[config.mk]
export PLATFORM = sky130hd
export DESIGN_NAME = bqls_csr
export DESIGN_NICKNAME = d
export VERILOG_FILES = /design/src/rtl/core/bqls_pkg.sv /design/src/rtl/core/bqls_csr.sv
export SDC_FILE = /design/constraint.sdc
export NUM_CORES = 1
export LEC_CHECK = 0
export BUFFER_PORTS_ARGS = -buffer_cell sky130_fd_sc_hd__buf_2
export CORE_MARGIN = 10
export CORE_UTILIZATION = 40
export DETAILED_ROUTE_END_ITERATION = 8
export PLACE_DENSITY = 0.75
export SYNTH_ARGS = -nofsm -noshare
export SYNTH_HDL_FRONTEND = slang
export SYNTH_SLANG_ARGS = --single-unit
export TNS_END_PERCENT = 1
[constraint.sdc]
create_clock -name clock -period 1.4 [get_ports clock]
set_clock_uncertainty 0.15 [all_clocks]
set_input_delay 0.28 -clock clock [delete_from_list [all_inputs] [get_ports clock]]
set_output_delay 0.28 -clock clock [all_outputs]
set_load 0.02 [all_outputs]
[src/rtl/core/bqls_pkg.sv]
`default_nettype none
// ----------------------------------------------------------------------------
// bqls_pkg
// Types and fixed widths shared by the low-shelf biquad modules.
// ----------------------------------------------------------------------------
package bqls_pkg;

   localparam int SAMPLE_W   = 16;
   localparam int COEF_W     = 32;
   localparam int FB_W       = 32;
   localparam int FB_FRAC    = 8;
   localparam int PROD_FF_W  = COEF_W + SAMPLE_W;
   localparam int FF_W       = PROD_FF_W + 2;
   localparam int PROD_FB_W  = COEF_W + FB_W;
   localparam int ACC_W      = PROD_FB_W + 2;
   localparam int CSR_IDX_W  = 3;

   localparam logic [FB_W-1:0]     FB_MAX     = {1'b0, {(FB_W-1){1'b1}}};
   localparam logic [FB_W-1:0]     FB_MIN     = {1'b1, {(FB_W-1){1'b0}}};
   localparam logic [SAMPLE_W-1:0] SAMPLE_MAX = {1'b0, {(SAMPLE_W-1){1'b1}}};
   localparam logic [SAMPLE_W-1:0] SAMPLE_MIN = {1'b1, {(SAMPLE_W-1){1'b0}}};

   typedef enum logic [CSR_IDX_W-1:0] {
      CSR_FILTER_ENABLE = 3'd0,
      CSR_COEF_B0       = 3'd1,
      CSR_COEF_B1       = 3'd2,
      CSR_COEF_B2       = 3'd3,
      CSR_COEF_A1       = 3'd4,
      CSR_COEF_A2       = 3'd5
   } csr_index_type;

   typedef struct packed {
      logic                     enable;
      logic signed [COEF_W-1:0] b0;
      logic signed [COEF_W-1:0] b1;
      logic signed [COEF_W-1:0] b2;
      logic signed [COEF_W-1:0] a1;
      logic signed [COEF_W-1:0] a2;
   } coef_set_type;

   typedef struct packed {
      logic                       valid;
      logic                       restart;
      logic signed [SAMPLE_W-1:0] sample;
      logic signed [FF_W-1:0]     ff;
   } ff_item_type;

endpackage
`default_nettype wire

[src/rtl/core/bqls_csr.sv]
`default_nettype none
// ----------------------------------------------------------------------------
// bqls_csr
// Enable bit and coefficient registers, written over the CSR channel.
// ----------------------------------------------------------------------------
module bqls_csr
   import bqls_pkg::*;
#(
   parameter int COEF_FRAC = 24
) (
   input  wire logic                 clock,
   input  wire logic                 reset,
   input  wire logic                 csr_valid,
   output logic                      csr_ready,
   input  wire logic [CSR_IDX_W-1:0] csr_index,
   input  wire logic [COEF_W-1:0]    csr_data,
   output coef_set_type              coefs
);

   localparam logic [COEF_W-1:0] UNITY = COEF_W'(1) << COEF_FRAC;

   coef_set_type coefs_ff;
   coef_set_type coefs_in;

   assign csr_ready = 1'b1;
   assign coefs     = coefs_ff;

   always_comb begin
      coefs_in = coefs_ff;
      if (csr_valid) begin
         case (csr_index_type'(csr_index))
            CSR_FILTER_ENABLE: coefs_in.enable = csr_data[0];
            CSR_COEF_B0:       coefs_in.b0     = csr_data;
            CSR_COEF_B1:       coefs_in.b1     = csr_data;
            CSR_COEF_B2:       coefs_in.b2     = csr_data;
            CSR_COEF_A1:       coefs_in.a1     = csr_data;
            CSR_COEF_A2:       coefs_in.a2     = csr_data;
            default:           coefs_in        = coefs_ff;
         endcase
      end
   end

   always_ff @(posedge clock) begin
      if (reset) begin
         coefs_ff.enable <= 1'b0;
         coefs_ff.b0     <= UNITY;
         coefs_ff.b1     <= '0;
         coefs_ff.b2     <= '0;
         coefs_ff.a1     <= '0;
         coefs_ff.a2     <= '0;
      end else begin
         coefs_ff <= coefs_in;
      end
   end

endmodule
`default_nettype wire

==> out/qor.csv, run 1 <==
metric,value,unit
status,completed,
"Reg clk slew, reported paths",0.06,ns
"commonest non-fill, non-tap cell in the layout",nand2b_1,
Crit path max-delay family,flip-flops,
CP Capture Type,primary output,
slowest CP cell,dfxtp_1,
Hold WC Path Type,primary input to flip-flop,
total gr overflow,0,
CTS Hold Buffers Added,0,
biggest area consumer among synthesized cells,dfxtp_1,
initial antenna violation count,0,
Worst Path Required,0.97,ns
first-pass GRT wire length,27000,µm
syn_nets,604,
antenna fix cells,0,
die footprint,21400,µm²
Synth area leaders,"dfxtp_1 50%, mux2i_1 25%, nand2b_1 19%, clkbuf_1 1.2%, buf_4 1.1%",
drt wl/cell,17.1,µm
register area share after synthesis,50.5,%
GRT Total Usage,15.6,%
die width,146,µm
setup repair after global routing missed its margin,yes,
Initial Util,40.5,%
vias in the first global route,4850,
Vias per Instance,4.58,
Setup Viol. Count Final,0,
Buf/Inv on CP,1,
Row Count,46,
final RePlAce weighted congestion,0.741,
HPWL after DPL,12500,µm
CTS max path bufs,2,
synth unique cells,15,
peak supply drop,0.797,mV
"antenna viol nets, final",0,
Area growth syn-to-layout,36.7,%
Final Util,55.3,%
CP Class,flip-flop to primary output,
post-CTS setup repair buffer count,0,
max-cap violations,0,
max reg flops,161,
f_max,728,MHz
yosys warns,0,
most frequent cells in the layout,"192 x nand2b_1, 161 x mux2i_1, 157 x dfxtp_1",
CP max stage delay,0.35,ns
Worst EP arrival,0.94,ns
area share of the largest cell type after synthesis,50.5,%
cts bufs inserted,17,
Total Routed Length,17100,µm
CP Cell Sequence,buf_2,
detailed-route via count,4585,
chip height,146,µm
"Cell Area, Synth",6380,µm²
pin count of the biggest net entering global routing,47,
Filler Cells Inserted,1411,
Yosys reg bits,161,
Core Region,15800,µm²
layout cells sized above 1,34.2,%
Power Density,1250,nW/µm²
DR iter-0 viols,102,
fin crit share,98.1,%
clock latency on the worst-skew pair,0.42,ns
CTS tree,yes,
Port Buffers,198,
Ports,200,
Clock Sinks,161,
Syn Area/Cell,11.3,µm²
Worst setup SP type,flip-flop,
H-tree depth,4,
Fin. Hold Viols,0,
Pleak,4.52,nW
Gate Count Post-Synth,566,
Root Buffer,clkbuf_16,
detailed-route DRC error count,0,
crit-path max FO,2,
Final Slew Violations,0,
time the worst path needs with I/O delays and setup,1.37,ns
Pre-antenna DRT Iters,4,
Final Net Count,812,
Final Hold Slack,0.0349,ns
==> per-layer routing <==
metal  GRT usage [%]  part of all wire [%]  vias to the layer above  wire length (µm)
li1                -                     -                     2295                 -
met1            17.4                    44                     2165              7490
met2            27.1                    49                      110              8400
met3            5.56                   6.0                       15              1020
met4            5.21                   1.2                        0               206
met5               0                     0                        -                 0
==> layout make-up <==
type | count | area (µm²) | share of cell area [%]
clock buffer | 20 | 447 | 5.12
clock inverter | 11 | 226 | 2.60
multi-input combinational | 364 | 2970 | 34.1
sequential | 161 | 3230 | 37.0
tap | 216 | 270 | 3.10
timing repair buffer | 230 | 1580 | 18.1
==> where the power goes <==
group	total [mW]	internal (mW)	leakage, nW	switching (mW)
Sequential	4.74	4.68	1.30	0.0580
Clock	5.32	3.42	0.327	1.90
Combinational	0.869	0.404	2.89	0.465
==> synthesized netlist by cell type <==
master,n
nor4b_1,1
buf_6,3
conb_1,1
mux2i_1,161
nor2_1,2
buf_2,7
clkbuf_1,20
buf_4,9
nand4b_2,2
nand4bb_1,3
nor4bb_1,1
dfxtp_1,161
and4bb_2,1
buf_8,2
nand2b_1,192
==> worst paths after layout <==
path / startpoint / to / slack [ns] / depth (start not counted)
worst max-delay path: coefs[17] / coefs[17] / 0.03 / 1
worst min-delay path: csr_data[24] / coefs[152] / 0.03 / 3
worst max register to register: coefs[39] / coefs[39] / 0.60 / 2
worst min register to register: coefs[122] / coefs[122] / 0.31 / 2
==> through the flow <==
| stage | total power, mW | worst slack, ns | cells | cell area (µm²) | setup TNS [ns] |
|---|---|---|---|---|---|
| after floorplan | 5.34 | 0.0426 | 566 | 6380 | 0 |
| after global placement | 5.69 | -0.0238 | 971 | 7880 | -0.382 |
| after detailed placement | 5.70 | -0.0536 | 971 | 7880 | -1.31 |
| after CTS | 11.0 | 0.000703 | 1002 | 8570 | 0 |
| after global routing | 11.3 | -0.00714 | 1002 | 8730 | -0.0152 |
| final | 10.9 | 0.0272 | 1002 | 8730 | 0 |
==> kinds of logic (layout without fill, tap and decap cells) <==
group | count (synthesis) | count (layout) | synth area share (%)
mux | 161 | 161 | 25.2
other cells | 1 | 1 | 0.0587
buf+inv | 41 | 261 | 3.78
simple gates | 202 | 202 | 20.4
flops | 161 | 161 | 50.5
==> repair_timing <==
item | CTS | global route
gates cloned | 0 | 0
gates resized for setup | 12 | 66
setup endpoints to repair | 9 | 62
Note: power is estimated with default switching activity, not from simulation.
==> run 2: changes to the inputs <==
==> constraint.sdc (replaced) <==
create_clock -name clock -period 1.4 [get_ports clock]
set_clock_uncertainty 0.15 [all_clocks]
set_input_delay 0.07 -clock clock [delete_from_list [all_inputs] [get_ports clock]]
set_output_delay 0.07 -clock clock [all_outputs]
set_load 0.02 [all_outputs]
==> run 2 against run 1 <==
Against the previous run: critical endpoint is now coefs[124]; the run now ends with negative hold slack left; hold slack got worse by 0.056 ns; sequential share of layout area decreased by 0.67 points; final cell count up 3.1%; highest routed layer unchanged; largest power group unchanged.
==> out/qor.csv, run 2 (synthesized netlist as in run 1, its figures left out) <==
metric,value,unit
status,"finished, violations left",
failing checks,negative hold slack,
first-pass GRT wire length,28200,µm
final std cells w/o fill,1033,
Worst Path Required,1.54,ns
CP Capture Type,flip-flop,
die footprint,21400,µm²
PnR worst setup slack,0.0682,ns
pin count of the biggest net entering global routing,68,
Port Buffers,198,
Final Net Count,841,
"commonest non-fill, non-tap cell in the layout",buf_2,
vias in the first global route,5004,
Area growth syn-to-layout,39.0,%
Post-DP Area,7750,µm²
Clock Sinks,161,
Core Region,15800,µm²
most frequent cells in the layout,"194 x buf_2, 190 x nand2b_1, 161 x mux2i_1, 161 x dfxtp_1, 33 x dlygate4sd3_1",
total gr overflow,0,
initial antenna violation count,1,
Worst setup SP type,primary input,
pre-CTS WS,0.0810,ns
final RePlAce weighted congestion,0.751,
peak supply drop,0.801,mV
placed cells,956,
Initial Util,40.5,%
detailed-route via count,4755,
Fin. Hold Viols,5,
Row Count,46,
max-cap violations,0,
detailed-route DRC error count,0,
fin crit share,95.1,%
die width,146,µm
CP Class,primary input to flip-flop,
Hold WC Path Type,primary input to flip-flop,
max reg flops,161,
HPWL after DPL,12000,µm
setup repair after global routing missed its margin,yes,
drt wl/cell,17.3,µm
clock latency on the worst-skew pair,0.42,ns
"antenna viol nets, final",0,
crit-path max FO,66,
GRT Total Usage,16.3,%
Pleak,4.67,nW
slowest CP cell,dlygate4sd3_1,
Worst EP arrival,1.47,ns
time the worst path needs with I/O delays and setup,1.33,ns
"Reg clk slew, reported paths",0.06,ns
Final Slew Violations,0,
H-tree depth,4,
DR iter-0 viols,128,
Vias per Instance,4.60,
CTS tree,yes,
Power Density,1200,nW/µm²
f_max,751,MHz
Setup Viol. Count Final,0,
Ports,200,
chip height,146,µm
Total Routed Length,17800,µm
Root Buffer,clkbuf_16,
layout cells sized above 1,32.1,%
Final Hold Slack,-0.0213,ns
post-route cell area,8870,µm²
Pre-antenna DRT Iters,4,
CTS max path bufs,2,
cts bufs inserted,17,
CP Cell Sequence,dlygate4sd3_1 -> buf_6 -> buf_16 -> buf_4 -> nand2b_1 -> mux2i_1,
CP max stage delay,0.55,ns
-- run 2: cell count changes in the layout (fill, tap and decap cells not counted), moves of 2 or more --
cell	change
dlygate4sd3_1	+33
dfxtp_1	+4
buf_4	-78
nand2b_2	+2
nand2b_1	-2
dfxtp_2	-4
buf_12	-2
clkinv_2	+3
buf_2	+66
buf_6	+5
bufinv_16	-2
dlymetal6s4s_1	+3
-- run 2: timing repair --
item / CTS / global route
gates resized for setup: 0 / 16
hold buffers: 36 / 0
endpoints found under the setup margin: 0 / 68
buffers inserted: 0 / 6
hold endpoints to repair: 156 / 0
-- run 2: worst paths after layout --
path              slack, ns        start  depth (start not counted)    endpoint
setup / recovery       0.07        reset                          6  coefs[124]
hold / removal        -0.02  csr_data[0]                          3   coefs[64]
setup reg to reg       0.61    coefs[88]                          2   coefs[88]
hold reg to reg        0.32   coefs[134]                          2  coefs[134]
-- run 2: cell type report --
cell class                 count  area [µm²]
timing repair buffer         259        1760
fill                        1382        6900
clock buffer                  20         457
multi-input combinational    364        2980
antenna                        1        2.50
tap                          216         270
sequential                   161        3220
clock inverter                12         179
-- run 2: power breakdown --
part / switching, mW / total, mW / internal, mW
Combinational: 0.484 / 0.929 / 0.445
Clock: 1.88 / 4.98 / 3.09
Sequential: 0.0538 / 4.74 / 4.68
-- run 2: stage by stage --
step                      util (%)  power [mW]  setup TNS [ns]
after global placement        49.1        5.65               0
after floorplan                  -        5.34               0
after global routing          56.3        11.1         -0.0169
after CTS                     55.5        10.7               0
final                         56.3        10.6               0
after detailed placement      49.1        5.66               0
-- run 2: routing by layer --
metal  vias to the layer above  global-route usage (%)  routed length (µm)
li1                       2344                       -                   -
met1                      2269                    19.2                7750
met2                       122                    26.8                8740
met3                        20                    5.38                1020
met4                         0                    6.41                 314
met5                         -                       0                   0
-- run 2: worst max-delay path: cells and delay by family --
kind          cells  cell delay (ns)
buf+inv           4             1.15
simple gates      1             0.13
mux               1             0.07
