<file path="config.mk">
export PLATFORM = sky130hd
export DESIGN_NAME = bqls_ff
export DESIGN_NICKNAME = d
export VERILOG_FILES = /design/src/rtl/core/bqls_pkg.sv /design/src/rtl/core/bqls_ff.sv
export SDC_FILE = /design/constraint.sdc
export NUM_CORES = 2
export LEC_CHECK = 0
export BUFFER_PORTS_ARGS = -buffer_cell sky130_fd_sc_hd__buf_2
export CORE_MARGIN = 3
export CORE_UTILIZATION = 30
export CTS_CLUSTER_SIZE = 20
export DETAILED_ROUTE_END_ITERATION = 6
export PLACE_DENSITY = 0.54
export SKIP_LAST_GASP = 1
export SLEW_MARGIN = 30
export SYNTH_ARGS = -nofsm -noshare
export SYNTH_HDL_FRONTEND = slang
export SYNTH_SLANG_ARGS = --single-unit
export TNS_END_PERCENT = 10
</file>
<file path="constraint.sdc">
create_clock -name clock -period 9.52 [get_ports clock]
set_input_delay 0.476 -clock clock [delete_from_list [all_inputs] [get_ports clock]]
set_output_delay 0.476 -clock clock [all_outputs]
set_load 0.01 [all_outputs]
</file>
<file path="src/rtl/core/bqls_pkg.sv">
`default_nettype none
// ----------------------------------------------------------------------------
// bqls_pkg
// Types and fixed widths shared by the low-shelf biquad modules.
// ----------------------------------------------------------------------------
package bqls_pkg;

   localparam int SAMPLE_W   = 16;
   localparam int COEF_W     = 32;
   localparam int FB_W       = 32;
   localparam int FB_FRAC    = 8;
   localparam int PROD_FF_W  = COEF_W + SAMPLE_W;
   localparam int FF_W       = PROD_FF_W + 2;
   localparam int PROD_FB_W  = COEF_W + FB_W;
   localparam int ACC_W      = PROD_FB_W + 2;
   localparam int CSR_IDX_W  = 3;

   localparam logic [FB_W-1:0]     FB_MAX     = {1'b0, {(FB_W-1){1'b1}}};
   localparam logic [FB_W-1:0]     FB_MIN     = {1'b1, {(FB_W-1){1'b0}}};
   localparam logic [SAMPLE_W-1:0] SAMPLE_MAX = {1'b0, {(SAMPLE_W-1){1'b1}}};
   localparam logic [SAMPLE_W-1:0] SAMPLE_MIN = {1'b1, {(SAMPLE_W-1){1'b0}}};

   typedef enum logic [CSR_IDX_W-1:0] {
      CSR_FILTER_ENABLE = 3'd0,
      CSR_COEF_B0       = 3'd1,
      CSR_COEF_B1       = 3'd2,
      CSR_COEF_B2       = 3'd3,
      CSR_COEF_A1       = 3'd4,
      CSR_COEF_A2       = 3'd5
   } csr_index_type;

   typedef struct packed {
      logic                     enable;
      logic signed [COEF_W-1:0] b0;
      logic signed [COEF_W-1:0] b1;
      logic signed [COEF_W-1:0] b2;
      logic signed [COEF_W-1:0] a1;
      logic signed [COEF_W-1:0] a2;
   } coef_set_type;

   typedef struct packed {
      logic                       valid;
      logic                       restart;
      logic signed [SAMPLE_W-1:0] sample;
      logic signed [FF_W-1:0]     ff;
   } ff_item_type;

endpackage
`default_nettype wire

</file>
<file path="src/rtl/core/bqls_ff.sv">
`default_nettype none
// ----------------------------------------------------------------------------
// bqls_ff
// Input stage: input history and the feed-forward sum b0*x + b1*x1 + b2*x2.
// ----------------------------------------------------------------------------
module bqls_ff
   import bqls_pkg::*;
(
   input  wire logic                       clock,
   input  wire logic                       reset,
   input  wire logic                       in_valid,
   output logic                            in_ready,
   input  wire logic signed [SAMPLE_W-1:0] in_sample,
   input  wire logic                       in_restart,
   input  wire coef_set_type               coefs,
   input  wire logic                       down_ready,
   output ff_item_type                     item
);

   logic signed [SAMPLE_W-1:0]  xh1_ff, xh1_in;
   logic signed [SAMPLE_W-1:0]  xh2_ff, xh2_in;
   ff_item_type                 item_ff, item_in;
   logic signed [SAMPLE_W-1:0]  x_prev1, x_prev2;
   logic signed [PROD_FF_W-1:0] p0, p1, p2;
   logic signed [FF_W-1:0]      ff_sum;
   logic                        accept;

   assign item = item_ff;

   always_comb begin
      x_prev1  = in_restart ? '0 : xh1_ff;
      x_prev2  = in_restart ? '0 : xh2_ff;
      p0       = $signed(coefs.b0) * in_sample;
      p1       = $signed(coefs.b1) * x_prev1;
      p2       = $signed(coefs.b2) * x_prev2;
      ff_sum   = {{(FF_W-PROD_FF_W){p0[PROD_FF_W-1]}}, p0}
               + {{(FF_W-PROD_FF_W){p1[PROD_FF_W-1]}}, p1}
               + {{(FF_W-PROD_FF_W){p2[PROD_FF_W-1]}}, p2};
      in_ready = !item_ff.valid || down_ready;
      accept   = in_valid && in_ready;

      xh1_in  = xh1_ff;
      xh2_in  = xh2_ff;
      item_in = item_ff;
      if (accept) begin
         if (coefs.enable) begin
            xh2_in = x_prev1;
            xh1_in = in_sample;
         end else if (in_restart) begin
            xh2_in = '0;
            xh1_in = '0;
         end
         item_in.restart = in_restart;
         item_in.sample  = in_sample;
         item_in.ff      = ff_sum;
      end
      if (in_ready) begin
         item_in.valid = in_valid;
      end
   end

   always_ff @(posedge clock) begin
      if (reset) begin
         xh1_ff  <= '0;
         xh2_ff  <= '0;
         item_ff <= '0;
      end else begin
         xh1_ff  <= xh1_in;
         xh2_ff  <= xh2_in;
         item_ff <= item_in;
      end
   end

`ifndef NO_ASSERTIONS
   a_restart_clears: assert property (@(posedge clock) disable iff (reset)
      accept && in_restart && !coefs.enable |=> xh1_ff == '0 && xh2_ff == '0)
      else $error("input history not cleared by restart while bypassed");
`endif

endmodule
`default_nettype wire

</file>
==> impl_metrics.prom <==
# TYPE chip_impl_metric gauge
chip_impl_metric{name="detail_route.vias_per_cell",unit=""} 4.56
chip_impl_info{name="status",value="completed"} 1
chip_impl_metric{name="core_region_area",unit="µm²"} 190000
chip_impl_metric{name="route.antenna.remaining_nets",unit=""} 0
chip_impl_metric{name="timing.critical_path.arrival",unit="ns"} 9.24
chip_impl_metric{name="max_slew.worst_pin.slew",unit="ns"} 0.976
chip_impl_metric{name="synth.lib_cells_used.distinct",unit=""} 57
chip_impl_metric{name="reg2reg_depth",unit=""} 28
chip_impl_metric{name="cap_viol_max_count",unit=""} 0
chip_impl_metric{name="syn-mean-instance-area",unit="µm²"} 9.12
chip_impl_info{name="tightest_hold_check_type",value="in2reg"} 1
chip_impl_metric{name="post-place-cells",unit=""} 8807
chip_impl_info{name="yosys_most_used_dff",value="sky130_fd_sc_hd__dfxtp_1"} 1
chip_impl_metric{name="drc",unit=""} 0
chip_impl_metric{name="gate_count_of_the_mapped_netlist",unit=""} 6311
chip_impl_info{name="slowest_cell_on_the_critical_path",value="sky130_fd_sc_hd__fa_1"} 1
chip_impl_metric{name="worst_path_largest_cell_delay",unit="ns"} 0.60
chip_impl_metric{name="layout.nets",unit=""} 8406
chip_impl_metric{name="initial_utilization",unit="%"} 30.2
chip_impl_metric{name="ys_seq_area_share",unit="%"} 3.48
chip_impl_metric{name="fraction_of_final_layout_cells_with_drive_strength_greater_than_1",unit="%"} 5.62
chip_impl_metric{name="finalNonFillerCells",unit=""} 8836
chip_impl_metric{name="cts_max_path_buffers",unit=""} 2
chip_impl_info{name="crit_type",value="reg2reg"} 1
chip_impl_metric{name="portBuffers",unit=""} 186
chip_impl_metric{name="hpwl",unit="µm"} 146000
chip_impl_info{name="cp-end-kind",value="flip-flop"} 1
chip_impl_metric{name="drt-initial-drc-count",unit=""} 2052
chip_impl_metric{name="timing_max_transition_violations_final",unit=""} 0
chip_impl_metric{name="final.min_clock_period",unit="ns"} 8.92
chip_impl_metric{name="die_h",unit="µm"} 444
chip_impl_metric{name="wire_length_of_the_first_global_routing_pass",unit="µm"} 267000
chip_impl_metric{name="max_clock_freq",unit="MHz"} 112
chip_impl_metric{name="cts_made_buffers",unit=""} 9
chip_impl_metric{name="setup_viol",unit=""} 0
chip_impl_info{name="grt_setup_unrepaired",value="false"} 1
chip_impl_metric{name="area_growth_syn_to_layout",unit="%"} 7.58
chip_impl_info{name="clk_root_buffer_cell",value="sky130_fd_sc_hd__clkbuf_16"} 1
chip_impl_metric{name="fin_worst_skew",unit="ns"} 0.0231
chip_impl_metric{name="global_route.usage.total",unit="%"} 17.6
chip_impl_metric{name="cts.repair.resized",unit=""} 0
chip_impl_metric{name="layout.filler_cells",unit=""} 19900
chip_impl_metric{name="timing.final.hold_violations",unit=""} 0
chip_impl_info{name="cp-start-kind",value="flip-flop"} 1
chip_impl_metric{name="layout.area.seq",unit="µm²"} 2000
chip_impl_metric{name="dp_slack",unit="ns"} 0.211
chip_impl_metric{name="remaining_global_route_overflow",unit=""} 0
chip_impl_metric{name="via_count",unit=""} 40300
chip_impl_metric{name="grt_start_max_net_pins",unit=""} 68
chip_impl_metric{name="cts_sinks",unit=""} 100
chip_impl_metric{name="synthesis.yosys.warnings",unit=""} 0
chip_impl_metric{name="synth-seq-cells",unit=""} 100
chip_impl_metric{name="placement_rows",unit=""} 160
chip_impl_metric{name="drt_pre_antenna_iters",unit=""} 5
chip_impl_metric{name="synth-async-reset-ratio",unit="%"} 0
chip_impl_metric{name="number_of_synthesized_flops_with_an_enable_pin",unit=""} 0
chip_impl_metric{name="floorplan.die.width",unit="µm"} 444
chip_impl_metric{name="cts.hold.buffers_added",unit=""} 0
chip_impl_info{name="worst_path_most_repeated_cell",value="sky130_fd_sc_hd__fa_1"} 1
chip_impl_metric{name="grt_pass1_vias",unit=""} 44900
chip_impl_metric{name="tns",unit="ns"} 0
chip_impl_metric{name="crit_required",unit="ns"} 9.84
chip_impl_metric{name="post_cts.repair.setup_buffers",unit=""} 0
chip_impl_metric{name="htreeDepth",unit=""} 3
chip_impl_metric{name="clock_insertion_delay_worst_skew",unit="ns"} 0.41
chip_impl_metric{name="grt_antenna_before_repair",unit=""} 42
chip_impl_metric{name="clkTransAtPathRegs",unit="ns"} 0.10
chip_impl_metric{name="dieArea",unit="µm²"} 197000
chip_impl_metric{name="layout_setup_ws",unit="ns"} 0.602
chip_impl_metric{name="ios",unit=""} 251
chip_impl_metric{name="timing.final.crit_share",unit="%"} 93.7
chip_impl_metric{name="whs_path_depth",unit=""} 3
chip_impl_metric{name="routabilityCongestion",unit=""} 0.869
chip_impl_metric{name="synth.net_count",unit=""} 8410
chip_impl_metric{name="worst_slew_margin_rel",unit="%"} 34.9
chip_impl_info{name="tritoncts",value="done"} 1
chip_impl_metric{name="postRouteWirelength",unit="µm"} 167000
chip_impl_metric{name="critical_path_peak_fanout",unit=""} 32
chip_impl_metric{name="routed_wire_length_per_instance",unit="µm"} 18.9
chip_impl_metric{name="multi_input_comb_area",unit="µm²"} 47800
chip_impl_metric{name="synth.cell_area",unit="µm²"} 57600
## Yosys cell counts, types with 30 or more instances
| cell type | instances | area share [%] |
|---|---|---|
| sky130_fd_sc_hd__inv_1 | 1793 | 12 |
| sky130_fd_sc_hd__fa_1 | 1668 | 58 |
| sky130_fd_sc_hd__nand2_1 | 966 | 6.3 |
| sky130_fd_sc_hd__and2_1 | 595 | 6.5 |
| sky130_fd_sc_hd__clkbuf_1 | 295 | 1.9 |
| sky130_fd_sc_hd__ha_1 | 249 | 5.4 |
| sky130_fd_sc_hd__a21oi_1 | 122 | 1.1 |
| sky130_fd_sc_hd__nor2_1 | 120 | 0.78 |
| sky130_fd_sc_hd__dfxtp_1 | 100 | 3.5 |
| sky130_fd_sc_hd__nor2b_1 | 67 | 0.73 |
| sky130_fd_sc_hd__xnor2_1 | 38 | 0.58 |
| sky130_fd_sc_hd__a21o_1 | 37 | 0.48 |
| sky130_fd_sc_hd__nand2b_1 | 32 | 0.35 |
| sky130_fd_sc_hd__o21ai_0 | 30 | 0.26 |
## registers in the layout, indices dropped and copies added (netlist names)
signal,cells
xh2_ff,16
item,68
xh1_ff,16
## worst max-delay path, delay by kind of cell (launching register included)
| kind | cells | cell delay [ns] |
|---|---|---|
| AND/OR/NAND/NOR | 5 | 0.88 |
| adder cells (fa/ha/maj) | 10 | 4.87 |
| buffers and inverters | 8 | 1.16 |
| flip-flops | 1 | 0.36 |
| AO/OA/AOI/OAI | 4 | 1.20 |
| multiplexers | 1 | 0.33 |
## metal layers
metal / global-route usage [%] / wire length [µm] / vias to the layer above
met1: 21.2 / 64600 / 21600
li1: - / - / 17600
met3: 1.17 / 5200 / 224
met5: 0 / 13 / -
met2: 33.3 / 91800 / 846
met4: 5.38 / 5690 / 2
## cell usage in the layout, fill, tap and decap left out, types with 37 or more instances in the layout
| cell | n |
|---|---|
| sky130_fd_sc_hd__a21oi_1 | 122 |
| sky130_fd_sc_hd__inv_1 | 1793 |
| sky130_fd_sc_hd__nor2b_1 | 37 |
| sky130_fd_sc_hd__fa_1 | 1668 |
| sky130_fd_sc_hd__buf_4 | 81 |
| sky130_fd_sc_hd__dfxtp_1 | 100 |
| sky130_fd_sc_hd__buf_2 | 185 |
| sky130_fd_sc_hd__nand2_1 | 965 |
| sky130_fd_sc_hd__ha_1 | 249 |
| sky130_fd_sc_hd__and2_1 | 594 |
| sky130_fd_sc_hd__xnor2_1 | 38 |
| sky130_fd_sc_hd__a21o_1 | 37 |
| sky130_fd_sc_hd__nor2_1 | 120 |
## worst paths after layout
kind | from | endpoint | slack [ns]
min | in_valid | item[67] | 0.34
min reg2reg | item[24] | item[24] | 0.45
max reg2reg | xh2_ff[1] | item[46] | 0.60
max | xh2_ff[1] | item[46] | 0.60
## kinds of logic after synthesis
group / Yosys count / share of synthesized area (%)
buffers and inverters: 2095 / 13.7
adders and majority gates: 1917 / 63.4
and+or+nand+nor: 1864 / 15.5
AOI/OAI and AO/OA: 286 / 3.20
DFF: 100 / 3.48
xor gates and xnor gates: 48 / 0.730
muxes: 1 / 0.0196
## stage by stage
| step | area (µm²) | utilization, % | hold WS, ns |
|---|---|---|---|
| 5_1_grt | 61900 | 32.5 | 0.349 |
| 6_report | 61900 | 32.5 | 0.343 |
| 2_1_floorplan | 57600 | - | 0.461 |
| 3_5_place_dp | 61600 | 32.4 | 0.442 |
| 3_3_place_gp | 61600 | 32.4 | 0.440 |
| 4_1_cts | 61900 | 32.5 | 0.311 |
## cell type report
| type | instances | share of cell area [%] |
|---|---|---|
| Clock buffer | 9 | 0.364 |
| Multi-Input combinational cell | 4116 | 77.2 |
| Timing Repair Buffer | 287 | 3.16 |
| Tap cell | 2511 | 5.07 |
| Antenna cell | 13 | 0.0525 |
| Clock inverter | 7 | 0.0930 |
| Sequential cell | 100 | 3.23 |
| Inverter | 1793 | 10.9 |
Power is left out: the tool's default activity adds up to more than one toggle a clock period on the data nets, which glitch-free logic cannot reach.
